`config.mk`:
```
export PLATFORM = sky130hd
export DESIGN_NAME = drive_command_packet_builder
export DESIGN_NICKNAME = d
export VERILOG_FILES = /design/src/hdl/dcpb_pkg.sv /design/src/hdl/drive_command_packet_builder.sv /design/src/hdl/dcpb_front.sv /design/src/hdl/dcpb_cmd_fifo.sv /design/src/hdl/dcpb_back.sv
export SDC_FILE = /design/constraint.sdc
export NUM_CORES = 1
export LEC_CHECK = 0
export BUFFER_PORTS_ARGS = -buffer_cell sky130_fd_sc_hd__buf_2
export CORE_ASPECT_RATIO = 1.75
export CORE_UTILIZATION = 35
export CTS_CLUSTER_DIAMETER = 120
export DETAILED_ROUTE_END_ITERATION = 10
export GPL_TIMING_DRIVEN = 0
export PLACE_DENSITY = 0.61
export SLEW_MARGIN = 15
export SYNTH_ARGS = -nofsm -noshare
export SYNTH_HDL_FRONTEND = slang
export SYNTH_SLANG_ARGS = --single-unit
```
`constraint.sdc`:
```
create_clock -name clk -period 7.8 [get_ports clk]
set_input_delay 1.17 -clock clk [delete_from_list [all_inputs] [get_ports clk]]
set_output_delay 1.17 -clock clk [all_outputs]
set_load 0.02 [all_outputs]
```
`src/hdl/dcpb_pkg.sv`:
```
// dcpb_pkg: shared types and constants for the drive command packet builder.
// Used by dcpb_front, dcpb_cmd_fifo, dcpb_back and drive_command_packet_builder.
// Depends on nothing.
`default_nettype none

package dcpb_pkg;

	// Value widths after saturation
	localparam int SPEED_W = 12;   // holds +-1200
	localparam int STEER_W = 11;   // holds +-900

	localparam logic signed [15:0] SPEED_MAX_IN = 16'sd1200;
	localparam logic signed [15:0] STEER_MAX_IN = 16'sd900;
	localparam logic signed [11:0] STEER_MAX_SUM = 12'sd900;
	localparam logic signed [12:0] SPEED_MAX_WIDE = 13'sd1200;

	// Configuration port
	localparam int CFG_IDX_W = 3;
	localparam int CFG_DATA_W = 12;

	typedef enum logic [CFG_IDX_W-1:0] {
		CFG_SERVO_OFFSET     = 3'd0,
		CFG_ASSIST_ENABLE    = 3'd1,
		CFG_ASSIST_THRESHOLD = 3'd2,
		CFG_ASSIST_GAIN      = 3'd3,
		CFG_ASSIST_LIMIT     = 3'd4,
		CFG_ASSIST_INVERT    = 3'd5
	} cfg_reg_t;

	// Frame bytes
	localparam logic [7:0] SYNC_HI   = 8'hAA;
	localparam logic [7:0] SYNC_LO   = 8'h55;
	localparam logic [7:0] LEN_SPEED = 8'h0B;
	localparam logic [7:0] CMD_SPEED = 8'h50;
	localparam logic [7:0] CMD_DIFF  = 8'h51;
	localparam logic [7:0] LEN_SERVO = 8'h11;
	localparam logic [7:0] CMD_SERVO = 8'h60;

	// Command queue depth
	localparam int QUEUE_DEPTH = 4;

	// One classified command, handed from front to back
	typedef struct packed {
		logic                      diff;     // differential frame
		logic signed [SPEED_W-1:0] speed_a;  // speed, or left speed
		logic signed [SPEED_W-1:0] speed_b;  // right speed
		logic signed [STEER_W-1:0] steer;
	} cmd_t;

endpackage

`default_nettype wire

```
`src/hdl/drive_command_packet_builder.sv`:
```
// drive_command_packet_builder: top level; front pipeline, command queue and
// frame serializer. Depends on dcpb_pkg, dcpb_front, dcpb_cmd_fifo, dcpb_back.
//
//  channel | handshake            | payload
//  --------+----------------------+-----------------------------------------------
//  in      | in_valid / in_stall  | run_enable, stop_request, target_speed_mm_s,
//          |                      | steer_tenth_deg
//  out     | out_valid / out_stall| packet_byte, frame_end, last (28 per item)
//  cfg     | cfg_valid / cfg_ready| cfg_index, cfg_data (cfg_ready is always high)
//
// Each item yields 28 bytes at one byte per cycle while out_stall stays low;
// the serializer sets the sustained item rate. An accepted item passes the four
// front stages, the command queue and the serializer's command and output
// registers before its first byte appears. The front pipeline accepts a new item
// each cycle until the queue (QUEUE_DEPTH entries) is full and stage 4 holds an item.
// Reset (arst_n low) clears all configuration registers to 0 and empties the queue.
`default_nettype none

module drive_command_packet_builder #(
	parameter int QUEUE_DEPTH = dcpb_pkg::QUEUE_DEPTH
) (
	input  wire                                  clk,
	input  wire                                  arst_n,
	// configuration
	input  wire                                  cfg_valid,
	output logic                                 cfg_ready,
	input  wire  [dcpb_pkg::CFG_IDX_W-1:0]       cfg_index,
	input  wire  [dcpb_pkg::CFG_DATA_W-1:0]      cfg_data,
	// input items
	input  wire                                  in_valid,
	output logic                                 in_stall,
	input  wire                                  run_enable,
	input  wire                                  stop_request,
	input  wire  signed [15:0]                   target_speed_mm_s,
	input  wire  signed [15:0]                   steer_tenth_deg,
	// result bytes
	output logic                                 out_valid,
	input  wire                                  out_stall,
	output logic [7:0]                           packet_byte,
	output logic                                 frame_end,
	output logic                                 last
);

	logic           push, pop, full, empty;
	dcpb_pkg::cmd_t push_cmd, head;

	// configuration writes are always taken
	assign cfg_ready = 1'b1;

	dcpb_front u_front (
		.clk               (clk),
		.arst_n            (arst_n),
		.cfg_we            (cfg_valid && cfg_ready),
		.cfg_index         (cfg_index),
		.cfg_data          (cfg_data),
		.in_valid          (in_valid),
		.in_stall          (in_stall),
		.run_enable        (run_enable),
		.stop_request      (stop_request),
		.target_speed_mm_s (target_speed_mm_s),
		.steer_tenth_deg   (steer_tenth_deg),
		.push              (push),
		.push_cmd          (push_cmd),
		.queue_full        (full)
	);

	dcpb_cmd_fifo #(
		.Depth (QUEUE_DEPTH)
	) u_fifo (
		.clk      (clk),
		.arst_n   (arst_n),
		.push     (push),
		.push_cmd (push_cmd),
		.pop      (pop),
		.head     (head),
		.full     (full),
		.empty    (empty)
	);

	dcpb_back u_back (
		.clk         (clk),
		.arst_n      (arst_n),
		.head        (head),
		.empty       (empty),
		.pop         (pop),
		.out_valid   (out_valid),
		.out_stall   (out_stall),
		.packet_byte (packet_byte),
		.frame_end   (frame_end),
		.last        (last)
	);

endmodule

`default_nettype wire

```
`src/hdl/dcpb_front.sv`:
```
// dcpb_front: configuration registers and the four-stage command pipeline
// (gating, saturation, assist computation). Depends on dcpb_pkg.
`default_nettype none

module dcpb_front (
	input  wire                                  clk,
	input  wire                                  arst_n,
	// configuration writes
	input  wire                                  cfg_we,
	input  wire  [dcpb_pkg::CFG_IDX_W-1:0]       cfg_index,
	input  wire  [dcpb_pkg::CFG_DATA_W-1:0]      cfg_data,
	// input items
	input  wire                                  in_valid,
	output logic                                 in_stall,
	input  wire                                  run_enable,
	input  wire                                  stop_request,
	input  wire  signed [15:0]                   target_speed_mm_s,
	input  wire  signed [15:0]                   steer_tenth_deg,
	// toward the command queue
	output logic                                 push,
	output dcpb_pkg::cmd_t                       push_cmd,
	input  wire                                  queue_full
);

	localparam int SW = dcpb_pkg::SPEED_W;
	localparam int TW = dcpb_pkg::STEER_W;
	// floor(x/5) = (x * RECIP_5) >> 16 for x up to 2400
	localparam logic [14:0] RECIP_5 = 15'd13108;

	// configuration registers
	logic signed [10:0] servo_offset_q;
	logic               assist_enable_q;
	logic [9:0]         assist_threshold_q;
	logic [11:0]        assist_gain_q;
	logic [10:0]        assist_limit_q;
	logic               assist_invert_q;

	// pipeline control
	logic v_s1, v_s2, v_s3, v_s4;
	logic adv;

	// stage 1
	logic signed [SW-1:0] speed_s1;
	logic signed [TW-1:0] steer_s1;
	// stage 2
	logic signed [SW-1:0] speed_s2;
	logic signed [TW-1:0] steer_s2;
	logic [21:0]          prod_s2;
	logic [8:0]           quot_s2;
	logic                 en_s2;
	logic                 pos_s2;
	// stage 3
	logic signed [SW-1:0] speed_s3;
	logic signed [TW-1:0] steer_s3;
	logic [8:0]           assist_s3;
	logic                 diff_s3;
	logic                 neg_s3;
	// stage 4
	dcpb_pkg::cmd_t       cmd_s4;

	// write configuration registers
	always_ff @(posedge clk or negedge arst_n) begin
		if (!arst_n) begin
			servo_offset_q     <= '0;
			assist_enable_q    <= 1'b0;
			assist_threshold_q <= '0;
			assist_gain_q      <= '0;
			assist_limit_q     <= '0;
			assist_invert_q    <= 1'b0;
		end else if (cfg_we) begin
			unique case (dcpb_pkg::cfg_reg_t'(cfg_index))
				dcpb_pkg::CFG_SERVO_OFFSET:     servo_offset_q     <= $signed(cfg_data[10:0]);
				dcpb_pkg::CFG_ASSIST_ENABLE:    assist_enable_q    <= cfg_data[0];
				dcpb_pkg::CFG_ASSIST_THRESHOLD: assist_threshold_q <= cfg_data[9:0];
				dcpb_pkg::CFG_ASSIST_GAIN:      assist_gain_q      <= cfg_data[11:0];
				dcpb_pkg::CFG_ASSIST_LIMIT:     assist_limit_q     <= cfg_data[10:0];
				dcpb_pkg::CFG_ASSIST_INVERT:    assist_invert_q    <= cfg_data[0];
				default: ;
			endcase
		end
	end

	// advance the whole pipeline unless the last stage is blocked by a full queue
	assign adv      = !v_s4 || !queue_full;
	assign in_stall = !adv;
	assign push     = v_s4 && adv;
	assign push_cmd = cmd_s4;

	always_ff @(posedge clk or negedge arst_n) begin
		if (!arst_n) begin
			v_s1 <= 1'b0;
			v_s2 <= 1'b0;
			v_s3 <= 1'b0;
			v_s4 <= 1'b0;
		end else if (adv) begin
			v_s1 <= in_valid;
			v_s2 <= v_s1;
			v_s3 <= v_s2;
			v_s4 <= v_s3;
		end
	end

	// stage 1: gate by run/stop, saturate speed and steer, add servo offset
	logic signed [15:0] spd_gate, ang_gate;
	logic signed [SW-1:0] spd_sat;
	logic signed [TW-1:0] ang_sat;
	logic signed [11:0]   steer_sum;
	logic signed [TW-1:0] steer_sat;

	always_comb begin
		spd_gate = (run_enable && !stop_request) ? target_speed_mm_s : 16'sd0;
		ang_gate = run_enable ? steer_tenth_deg : 16'sd0;

		if (spd_gate > dcpb_pkg::SPEED_MAX_IN)
			spd_sat = dcpb_pkg::SPEED_MAX_IN[SW-1:0];
		else if (spd_gate < -dcpb_pkg::SPEED_MAX_IN)
			spd_sat = SW'(-dcpb_pkg::SPEED_MAX_IN);
		else
			spd_sat = spd_gate[SW-1:0];

		if (ang_gate > dcpb_pkg::STEER_MAX_IN)
			ang_sat = dcpb_pkg::STEER_MAX_IN[TW-1:0];
		else if (ang_gate < -dcpb_pkg::STEER_MAX_IN)
			ang_sat = TW'(-dcpb_pkg::STEER_MAX_IN);
		else
			ang_sat = ang_gate[TW-1:0];

		steer_sum = {ang_sat[TW-1], ang_sat} + {servo_offset_q[10], servo_offset_q};
		if (steer_sum > dcpb_pkg::STEER_MAX_SUM)
			steer_sat = dcpb_pkg::STEER_MAX_SUM[TW-1:0];
		else if (steer_sum < -dcpb_pkg::STEER_MAX_SUM)
			steer_sat = TW'(-dcpb_pkg::STEER_MAX_SUM);
		else
			steer_sat = steer_sum[TW-1:0];
	end

	always_ff @(posedge clk) begin
		if (adv) begin
			speed_s1 <= spd_sat;
			steer_s1 <= steer_sat;
		end
	end

	// stage 2: magnitudes, gain product and the speed bound (2/5 of |speed|)
	logic signed [TW-1:0] steer_neg;
	logic signed [SW-1:0] speed_neg;
	logic [9:0]  abs_steer;
	logic [10:0] abs_speed;
	logic [9:0]  over;
	logic        over_thr;
	logic [21:0] prod;
	logic [26:0] quot_full;

	always_comb begin
		steer_neg = -steer_s1;
		speed_neg = -speed_s1;
		abs_steer = steer_s1[TW-1] ? steer_neg[9:0] : steer_s1[9:0];
		abs_speed = speed_s1[SW-1] ? speed_neg[10:0] : speed_s1[10:0];
		over_thr  = abs_steer > assist_threshold_q;
		over      = abs_steer - assist_threshold_q;
		prod      = 22'(over) * 22'(assist_gain_q);
		quot_full = 27'({abs_speed, 1'b0}) * 27'(RECIP_5);
	end

	always_ff @(posedge clk) begin
		if (adv) begin
			speed_s2 <= speed_s1;
			steer_s2 <= steer_s1;
			prod_s2  <= prod;
			quot_s2  <= quot_full[24:16];
			en_s2    <= assist_enable_q && over_thr && (speed_s1 != '0);
			pos_s2   <= steer_s1 > 0;
		end
	end

	// stage 3: assist = min(limit, gain term, speed bound)
	logic [13:0] gain_term;
	logic [8:0]  assist_min;

	always_comb begin
		gain_term  = prod_s2[21:8];
		assist_min = quot_s2;
		if (gain_term < 14'(assist_min))
			assist_min = gain_term[8:0];
		if (assist_limit_q < 11'(assist_min))
			assist_min = assist_limit_q[8:0];
	end

	always_ff @(posedge clk) begin
		if (adv) begin
			speed_s3  <= speed_s2;
			steer_s3  <= steer_s2;
			assist_s3 <= assist_min;
			diff_s3   <= en_s2 && (assist_min != '0);
			neg_s3    <= !(pos_s2 ^ assist_invert_q);
		end
	end

	// stage 4: apply signed assist to left and right wheels, build the command
	logic signed [12:0] assist_sgn;
	logic signed [12:0] left_raw, right_raw;
	logic signed [SW-1:0] left_sat, right_sat;

	always_comb begin
		assist_sgn = neg_s3 ? -$signed({4'b0, assist_s3}) : $signed({4'b0, assist_s3});
		left_raw   = {speed_s3[SW-1], speed_s3} - assist_sgn;
		right_raw  = {speed_s3[SW-1], speed_s3} + assist_sgn;

		if (left_raw > dcpb_pkg::SPEED_MAX_WIDE)
			left_sat = dcpb_pkg::SPEED_MAX_WIDE[SW-1:0];
		else if (left_raw < -dcpb_pkg::SPEED_MAX_WIDE)
			left_sat = SW'(-dcpb_pkg::SPEED_MAX_WIDE);
		else
			left_sat = left_raw[SW-1:0];

		if (right_raw > dcpb_pkg::SPEED_MAX_WIDE)
			right_sat = dcpb_pkg::SPEED_MAX_WIDE[SW-1:0];
		else if (right_raw < -dcpb_pkg::SPEED_MAX_WIDE)
			right_sat = SW'(-dcpb_pkg::SPEED_MAX_WIDE);
		else
			right_sat = right_raw[SW-1:0];
	end

	always_ff @(posedge clk) begin
		if (adv) begin
			cmd_s4.diff    <= diff_s3;
			cmd_s4.speed_a <= diff_s3 ? left_sat : speed_s3;
			cmd_s4.speed_b <= right_sat;
			cmd_s4.steer   <= steer_s3;
		end
	end

endmodule

`default_nettype wire

```
`src/hdl/dcpb_cmd_fifo.sv`:
```
// dcpb_cmd_fifo: short command queue between the front pipeline and the
// frame serializer. Depends on dcpb_pkg.
`default_nettype none

module dcpb_cmd_fifo #(
	parameter int Depth = dcpb_pkg::QUEUE_DEPTH
) (
	input  wire             clk,
	input  wire             arst_n,
	input  wire             push,
	input  dcpb_pkg::cmd_t  push_cmd,
	input  wire             pop,
	output dcpb_pkg::cmd_t  head,
	output logic            full,
	output logic            empty
);

	localparam int PtrW = (Depth > 1) ? $clog2(Depth) : 1;
	localparam int CntW = $clog2(Depth + 1);
	localparam logic [PtrW-1:0] LastPtr = PtrW'(Depth - 1);
	localparam logic [CntW-1:0] FullCnt = CntW'(Depth);

	dcpb_pkg::cmd_t  entry_q [Depth];
	logic [PtrW-1:0] wr_ptr_q, rd_ptr_q;
	logic [CntW-1:0] count_q;

	assign full  = (count_q == FullCnt);
	assign empty = (count_q == '0);
	assign head  = entry_q[rd_ptr_q];

	// store pushed commands
	always_ff @(posedge clk) begin
		if (push)
			entry_q[wr_ptr_q] <= push_cmd;
	end

	// advance pointers and occupancy
	always_ff @(posedge clk or negedge arst_n) begin
		if (!arst_n) begin
			wr_ptr_q <= '0;
			rd_ptr_q <= '0;
			count_q  <= '0;
		end else begin
			if (push)
				wr_ptr_q <= (wr_ptr_q == LastPtr) ? '0 : wr_ptr_q + 1'b1;
			if (pop)
				rd_ptr_q <= (rd_ptr_q == LastPtr) ? '0 : rd_ptr_q + 1'b1;
			if (push && !pop)
				count_q <= count_q + 1'b1;
			else if (pop && !push)
				count_q <= count_q - 1'b1;
		end
	end

	a_no_overflow: assert property (@(posedge clk) disable iff (!arst_n)
		full |-> !push)
		else $error("command pushed into a full queue");

	a_no_underflow: assert property (@(posedge clk) disable iff (!arst_n)
		empty |-> !pop)
		else $error("command popped from an empty queue");

	a_count_bound: assert property (@(posedge clk) disable iff (!arst_n)
		count_q <= FullCnt)
		else $error("queue occupancy beyond depth");

endmodule

`default_nettype wire

```
`src/hdl/dcpb_back.sv`:
```
// dcpb_back: frame serializer. Takes one command from the queue and sends its
// 28 frame bytes with running checksums through an output register.
// Depends on dcpb_pkg.
`default_nettype none

module dcpb_back (
	input  wire             clk,
	input  wire             arst_n,
	// from the command queue
	input  dcpb_pkg::cmd_t  head,
	input  wire             empty,
	output logic            pop,
	// result channel
	output logic            out_valid,
	input  wire             out_stall,
	output logic [7:0]      packet_byte,
	output logic            frame_end,
	output logic            last
);

	localparam logic [4:0] POS_SPEED_CS = 5'd10;
	localparam logic [4:0] POS_SERVO_CS = 5'd27;

	dcpb_pkg::cmd_t cur_q;
	logic           busy_q;
	logic [4:0]     cnt_q;
	logic [7:0]     cs_q;
	logic           out_valid_q;
	logic [7:0]     byte_q;
	logic           frame_end_q;
	logic           last_q;

	logic       load;
	logic       at_end;
	logic [7:0] next_byte;
	logic       next_fend;
	logic [7:0] a_hi, b_hi, st_hi;

	// output register may take a new byte when empty or being transferred
	assign load   = !out_valid_q || !out_stall;
	assign at_end = busy_q && (cnt_q == POS_SERVO_CS);
	assign pop    = !empty && (!busy_q || (load && at_end));

	assign out_valid   = out_valid_q;
	assign packet_byte = byte_q;
	assign frame_end   = frame_end_q;
	assign last        = last_q;

	// select the byte for the current position
	always_comb begin
		a_hi      = {{4{cur_q.speed_a[11]}}, cur_q.speed_a[11:8]};
		b_hi      = {{4{cur_q.speed_b[11]}}, cur_q.speed_b[11:8]};
		st_hi     = {{5{cur_q.steer[10]}}, cur_q.steer[10:8]};
		next_fend = (cnt_q == POS_SPEED_CS) || (cnt_q == POS_SERVO_CS);
		unique case (cnt_q)
			5'd0:  next_byte = dcpb_pkg::SYNC_HI;
			5'd1:  next_byte = dcpb_pkg::SYNC_LO;
			5'd2:  next_byte = dcpb_pkg::LEN_SPEED;
			5'd3:  next_byte = cur_q.diff ? dcpb_pkg::CMD_DIFF : dcpb_pkg::CMD_SPEED;
			5'd4:  next_byte = a_hi;
			5'd5:  next_byte = cur_q.speed_a[7:0];
			5'd6:  next_byte = cur_q.diff ? b_hi : 8'h00;
			5'd7:  next_byte = cur_q.diff ? cur_q.speed_b[7:0] : 8'h00;
			5'd10: next_byte = cs_q;
			5'd11: next_byte = dcpb_pkg::SYNC_HI;
			5'd12: next_byte = dcpb_pkg::SYNC_LO;
			5'd13: next_byte = dcpb_pkg::LEN_SERVO;
			5'd14: next_byte = dcpb_pkg::CMD_SERVO;
			5'd15: next_byte = st_hi;
			5'd16: next_byte = cur_q.steer[7:0];
			5'd27: next_byte = cs_q;
			default: next_byte = 8'h00;
		endcase
	end

	// hold the current command, step through its bytes, refill from the queue
	always_ff @(posedge clk or negedge arst_n) begin
		if (!arst_n) begin
			busy_q      <= 1'b0;
			cnt_q       <= '0;
			cs_q        <= '0;
			out_valid_q <= 1'b0;
			frame_end_q <= 1'b0;
			last_q      <= 1'b0;
		end else begin
			if (load) begin
				out_valid_q <= busy_q;
				if (busy_q) begin
					frame_end_q <= next_fend;
					last_q      <= at_end;
					cs_q        <= next_fend ? 8'h00 : cs_q + next_byte;
				end
			end
			// take a new command, or advance the byte position
			if (pop) begin
				busy_q <= 1'b1;
				cnt_q  <= '0;
			end else if (load && busy_q) begin
				cnt_q <= cnt_q + 1'b1;
				if (at_end)
					busy_q <= 1'b0;
			end
		end
	end

	// payload registers
	always_ff @(posedge clk) begin
		if (pop)
			cur_q <= head;
		if (load && busy_q)
			byte_q <= next_byte;
	end

	a_last_ends_frame: assert property (@(posedge clk) disable iff (!arst_n)
		(out_valid_q && last_q) |-> frame_end_q)
		else $error("last byte is not a checksum byte");

	a_pop_only_when_free: assert property (@(posedge clk) disable iff (!arst_n)
		pop |-> (!busy_q || at_end))
		else $error("command taken while a frame is still being sent");

	a_cnt_range: assert property (@(posedge clk) disable iff (!arst_n)
		busy_q |-> (cnt_q <= POS_SERVO_CS))
		else $error("byte position past end of item");

endmodule

`default_nettype wire

```
## Yosys cells after proc, flatten, opt, wreduce, memory -nomap -nowiden

Memories as Yosys holds them, arrays and structs flattened. A register that Yosys moved wholly into a read port is not among the register bits.
Index checks and enable logic that the tools add are counted.

| operators by class | value |
|---|---|
| add/sub/neg operators | 13 |
| multipliers | 2 |
| order comparisons | 14 |
| equality and inequality tests | 23 |
| muxes and demuxes | 31 |
| bitwise operators | 1 |
| reduce and logical (&&, ||, !) cells | 48 |

Operator list:

| cell | number |
|---|---|
| 8-bit one-hot mux with 13 select lines | 1 |
| 12-bit 2-to-1 mux | 5 |
| 11-bit 2-to-1 mux | 4 |
| 16-bit 2-to-1 mux | 2 |
| 5-bit by 4-bit == test with 1-bit output, second input constant | 6 |
| 13-bit by 12-bit > comparator with 1-bit output, second input constant | 2 |
| 13-bit by 12-bit less-than comparator with 1-bit output, second input constant | 2 |
| 8-bit 2-to-1 mux | 3 |
| 10-bit by 12-bit multiplier with 22-bit output | 1 |
| 11-bit by 12-bit multiplier with 22-bit output, second input constant | 1 |
| 5-bit by 3-bit == test with 1-bit output, second input constant | 4 |
| 9-bit 2-to-1 mux | 2 |
| 16-bit by 11-bit > comparator with 1-bit output, second input constant | 1 |
| 16-bit by 12-bit > comparator with 1-bit output, second input constant | 1 |
| 16-bit by 11-bit less-than comparator with 1-bit output, second input constant | 1 |
| 16-bit by 12-bit less-than comparator with 1-bit output, second input constant | 1 |
| 2-bit AND reduction | 8 |
| 14-bit by 9-bit less-than comparator with 1-bit output | 1 |
| 13-bit adder | 1 |
| 13-bit 2-to-1 mux | 1 |
| 9-bit negation with 13-bit output | 1 |
| 13-bit subtractor | 1 |
| 11-bit by 11-bit adder with 12-bit output | 1 |
| 12-bit by 11-bit > comparator with 1-bit output, second input constant | 1 |
| other kinds (34) | 80 |

| word-level totals | value |
|---|---|
| register bits after elaboration | 231 |
| bits in writable memories | 144 |
| input port bits | 54 |
| output and inout bits | 13 |
| word-level logic and storage cells | 173 |
| memories | 1 |

Memory list:

| name | words | width | rd ports | clocked after Yosys merged registers in | wr ports | line | text |
|---|---|---|---|---|---|---|---|
| u_fifo.entry_q | 4 | 36 | 1 | 1 | 1 | dcpb_cmd_fifo.sv:23 | `dcpb_pkg::cmd_t entry_q [Depth];` |

## Depth between registers and ports, before layout

| depth | value |
|---|---|
| depth after elaboration | 8 |
| gate-level depth with buffers | 34 |
| mapped depth without buffers | 33 |

## Cells and area by module

A second synthesis with hierarchy kept.

| second synthesis, totals | value |
|---|---|
| cell total of the unflattened synthesis | 2050 |
| area total of the unflattened synthesis | 25011.5 sq um |

Modules (own cells, without submodules):

| module | instances | cells each | area each (sq um) | seq. area each (sq um) |
|---|---|---|---|---|
| dcpb_front | 1 | 1596 | 16527.1 | 5485.3 |
| dcpb_cmd_fifo | 1 | 225 | 5621.6 | 4499.3 |
| dcpb_back | 1 | 227 | 2851.5 | 1746.7 |
| drive_command_packet_builder | 1 | 2 | 11.3 | 0.0 |

## Worst setup path after synthesis

No wires, ideal clock.

| path | value |
|---|---|
| path type | register to register |
| start point | reg u_front.steer_s1[0] |
| end point | reg u_front.prod_s2[20], data pin |
| setup time | 0.257 ns |
| data arrival time | 7.244 ns |
| data required time | 7.543 ns |
| slack | 0.299 ns |
| stages on the path, launching flop included | 33 |
| buffers on the path | 1 |
| period minus slack after synthesis | 7.501 ns |
| path through | edfxtp_1 inv_1 ha_1 nand2_1 o21ai_0 ha_1 nor2b_1 o21ai_0 a21boi_0 o21ai_0 nand2b_1 and3_1 o21a_1 o311ai_0 clkbuf_1 nand2_1 fa_1 fa_1 inv_1 fa_1 fa_1 inv_1 fa_1 inv_1 ha_1 o21a_1 nor2_1 a41o_1 o21ai_1 a221oi_2 o21ai_0 and2_1 xor2_1 |

| between the ends | value |
|---|---|
| cells in the longest elaborated chain, start to end | 4 |

RTL lines:

| item | line | text |
|---|---|---|
| from (decl) | dcpb_front.sv:44 | `logic signed [TW-1:0] steer_s1;` |
| from (signal assigned) | dcpb_front.sv:140 | `steer_s1 <= steer_sat;` |
| 10-bit negation | dcpb_front.sv:155 | `steer_neg = -steer_s1;` |
| 10-bit 2-to-1 mux (*) | dcpb_front.sv:157 | `abs_steer = steer_s1[TW-1] ? steer_neg[9:0] : steer_s1[9:0];` |
| 10-bit subtractor (*) | dcpb_front.sv:160 | `over = abs_steer - assist_threshold_q;` |
| 10-bit by 12-bit multiplier with 22-bit output (*) | dcpb_front.sv:161 | `prod = 22'(over) * 22'(assist_gain_q);` |
| net u_front.prod[20] | dcpb_front.sv:151 | `logic [21:0] prod;` |
| to (signal assigned) | dcpb_front.sv:169 | `prod_s2 <= prod;` |
| to (decl) | dcpb_front.sv:48 | `logic [21:0] prod_s2;` |

The timed path passes the listed nets; every way through them passes the cells marked *.
A chain may end at the register's enable or synchronous reset.

## Worst setup path after layout

Same ends and word-level chain as after synthesis.

==> metrics.md <==
| Metric | Value |
|---|---|
| Synth area leaders | `edfxtp_1 (40%), ha_1 (10%), fa_1 (9.3%)` |
| Post-Route WL | `55000 um` |
| Vias per std cell | `5.05` |
| Flop2flop setup slack | `0.30 ns` |
| Sequential share of the synthesized area | `48.1%` |
| Placer congestion estimate | `0.875` |
| Stages on worst setup path | `31` |
| Clock Sinks | `403` |
| Synthesized area per cell | `12.2 um2` |
| Setup Skew | `0.0255 ns` |
| CP arrival | `7.81 ns` |
| Post-synth top area share | `40.5%` |
| CTS tree | `done` |
| Die area | `70900 um2` |
| Setup crit start kind | `flop` |
| Fraction of layout cells with a size suffix above 1 | `12.8%` |
| Worst Reg-to-Reg Cells | `31` |
| Detailed-route via count | `15.5k` |
| Worst Setup Path Type | `flop to flop` |
| Pre-Repair DR Iteration Count | `7` |
| Crit Reg-Reg Endpoint | `u_front.prod_s2[20]` |
| CP top delay family | `adder cells` |
| Area delta synth->final | `13.6%` |
| Largest area contributor in the netlist | `edfxtp_1` |
| Crit path required time | `8.11 ns` |
| Die X | `202 um` |
| Port bufs | `65` |
| Worst-path fanout max | `8` |
| Endpoints failing hold | `0` |
| Post-route setup TNS | `0 ns` |
| Number of enable flip-flop cells after synthesis | `329` |
| Non-Filler Instances | `3072` |
| Final period util | `96.1%` |
| DRC errors left | `0` |
| Unique cell type count in the Yosys netlist | `80` |
| Die Height | `351 um` |
| Number of global-route vias before repair | `16.9k` |
| Synth warnings | `0` |
| Async set-reset flop share out of synthesis | `18.4%` |
| Grt ovf | `0` |
| NumNets Final | `2504` |
| CTS H-tree depth | `2` |
| Final setup violation count | `0` |
| TritonCTS Buffers | `41` |
| Synth Cell Area | `24400 um2` |
| Post-Syn Nets | `2372` |
| R2r startpoint | `u_front.steer_s1[0]` |
| Global Route Usage Sum | `15.9%` |
| Synthesized instance count | `2004` |
| Core area | `68800 um2` |
| CTS Buffer Depth | `3` |
| Dpl cells | `2979` |
| Post-DRT Antenna Nets | `0` |
| Post-layout util | `40.3%` |
| Crit path to | `u_front.prod_s2[20]` |
| Fmax | `0.133 GHz` |
| Min-delay worst type | `flop to flop` |
| Starting Density | `35.5%` |
| Crit path launch | `u_front.steer_s1[0]` |
| CP bufs+invs | `5` |
| DRT iter0 DRCs | `724` |
| FF+latch count, synth | `403` |
| Final antenna diode count | `0` |
| Clk slew on worst S/H paths | `0.07 ns` |
| Row count | `127` |
| CP max-delay cell | `fa_1` |
| Detail Placement HPWL | `42700 um` |
| Pins Over Slew Limit | `0` |
| Worst Tran Pin Value | `1.16 ns` |
| Ports | `67` |
| CP most frequent cell | `fa_1` |
| Slew HR | `22.5%` |
| Post-synth top flop | `edfxtp_1` |
| Number of max-cap violations | `0` |
| Largest net degree at the start of global routing | `82` |
| Clk_lat worst skew | `0.56 ns` |
| Clock tree root driver cell | `clkbuf_16` |
| Crit end category | `flop` |
| Initial antenna violation count | `4` |
| First-pass GRT wire length | `88400 um` |
| Outcome | `finished, final reports clean` |
| Final min period | `7.50 ns` |
| CP peak stage delay | `0.58 ns` |
| DR WL/cell | `17.9 um` |
-- cell type report --
type | count | area, um2
Timing Repair Buffer | 89 | 611
Inverter | 248 | 936
Sequential cell | 403 | 11700
Fill cell | 6491 | 41100
Clock inverter | 24 | 295
Buffer | 62 | 268
Clock buffer | 52 | 1110
Multi-Input combinational cell | 1291 | 11700
Tap cell | 903 | 1130
-- metal layers --
layer  wire length, um  track usage (%)  vias up
met2             30700             31.7      302
met5                 0                0        -
met4              2680             7.67        0
met3              1510             2.00      131
met1             20100             16.1     7730
li1                  -                -     7340
-- cells in the final DEF, fill, tap and decap left out, types with 19 or more instances in the layout --
| cell | count |
|---|---|
| nand2_1 | 153 |
| a21oi_1 | 69 |
| mux2_2 | 43 |
| nor2b_1 | 27 |
| buf_4 | 19 |
| clkbuf_16 | 43 |
| nand2b_1 | 31 |
| ha_1 | 197 |
| clkbuf_1 | 59 |
| buf_2 | 69 |
| dfrtp_1 | 74 |
| inv_1 | 244 |
| mux4_2 | 36 |
| xnor2_1 | 62 |
| nor3_1 | 27 |
| and2_1 | 71 |
| nor2_1 | 62 |
| fa_1 | 114 |
| a21o_1 | 19 |
| o21ai_0 | 82 |
| xor2_1 | 27 |
| nand3_1 | 27 |
| edfxtp_1 | 329 |
-- worst reg2reg max path, delay by kind of cell, from the launching register on --
kind            cells  cell delay, ns
flops               1            0.43
xor+xnor            1            0.14
compound gates     11            1.82
simple gates        6            0.79
buf+inv             5            0.69
fa+ha+maj           8            3.38
-- timing repair --
action,CTS,global route
resized for setup,25,21
setup endpoints to repair,13,10
buffers inserted,10,7
pin swaps,3,20
hold buffers,0,0
-- Yosys cell counts, types with 43 or more instances --
cell type	count
clkbuf_1	54
and2_1	75
o21ai_0	89
xnor2_1	65
fa_1	114
nor2_1	62
dfrtp_1	74
edfxtp_1	329
nand2_1	153
ha_1	200
mux2_2	43
inv_1	247
a21oi_1	71
-- per-stage QoR --
stage	setup slack (ns)	hold slack [ns]	instance area (um2)
floorplan	0.299	0.400	24400
global placement	-1.26	0.403	25900
CTS	0.0175	0.407	27600
global route	-0.0257	0.423	27700
finish	0.303	0.410	27700
detailed placement	-1.36	0.405	26000
-- worst min path at each step --
stage | to | cells after the start | start
final | u_front.steer_s3[8] | 0 | u_front.steer_s2[8]
after global routing | u_front.speed_s3[0] | 0 | u_front.speed_s2[0]
after CTS | u_front.steer_s3[8] | 0 | u_front.steer_s2[8]
after detailed placement | u_front.steer_s3[3] | 0 | u_front.steer_s2[3]
after global placement | u_front.push_cmd[4] | 0 | u_front.steer_s3[4]
after floorplan | u_front.push_cmd[0] | 0 | u_front.steer_s3[0]
-- cell families (layout without fill, tap and decap cells) --
logic type               Yosys count  after routing  synth area share, %
AO/OA/AOI/OAI                    315            315                 8.36
multiplexers                      91             91                 5.80
other                              1              1               0.0154
adder cells (fa/ha/maj)          317            317                 19.7
XOR/XNOR                          93             93                 3.34
buffers and inverters            310            475                 4.80
AND/OR/NAND/NOR                  474            474                 9.91
flip-flops                       403            403                 48.1
-- sequential cells by signal, indices dropped and copies added (netlist names), 9 cells and up --
signal                      flops
u_fifo.entry_q                144
u_front.push_cmd               36
u_back.cur_q                   28
u_front.prod_s2                14
u_front.assist_gain_q          12
u_front.speed_s1               12
u_front.speed_s2               12
u_front.speed_s3               12
u_front.assist_limit_q         11
u_front.servo_offset_q         11
u_front.steer_s1               11
u_front.steer_s2               11
u_front.steer_s3               11
u_front.assist_threshold_q     10
u_front.assist_s3               9
u_front.quot_s2                 9
Power is not shown: default switching activity piles up to over one toggle a cycle in this logic, so the estimate is an artifact.
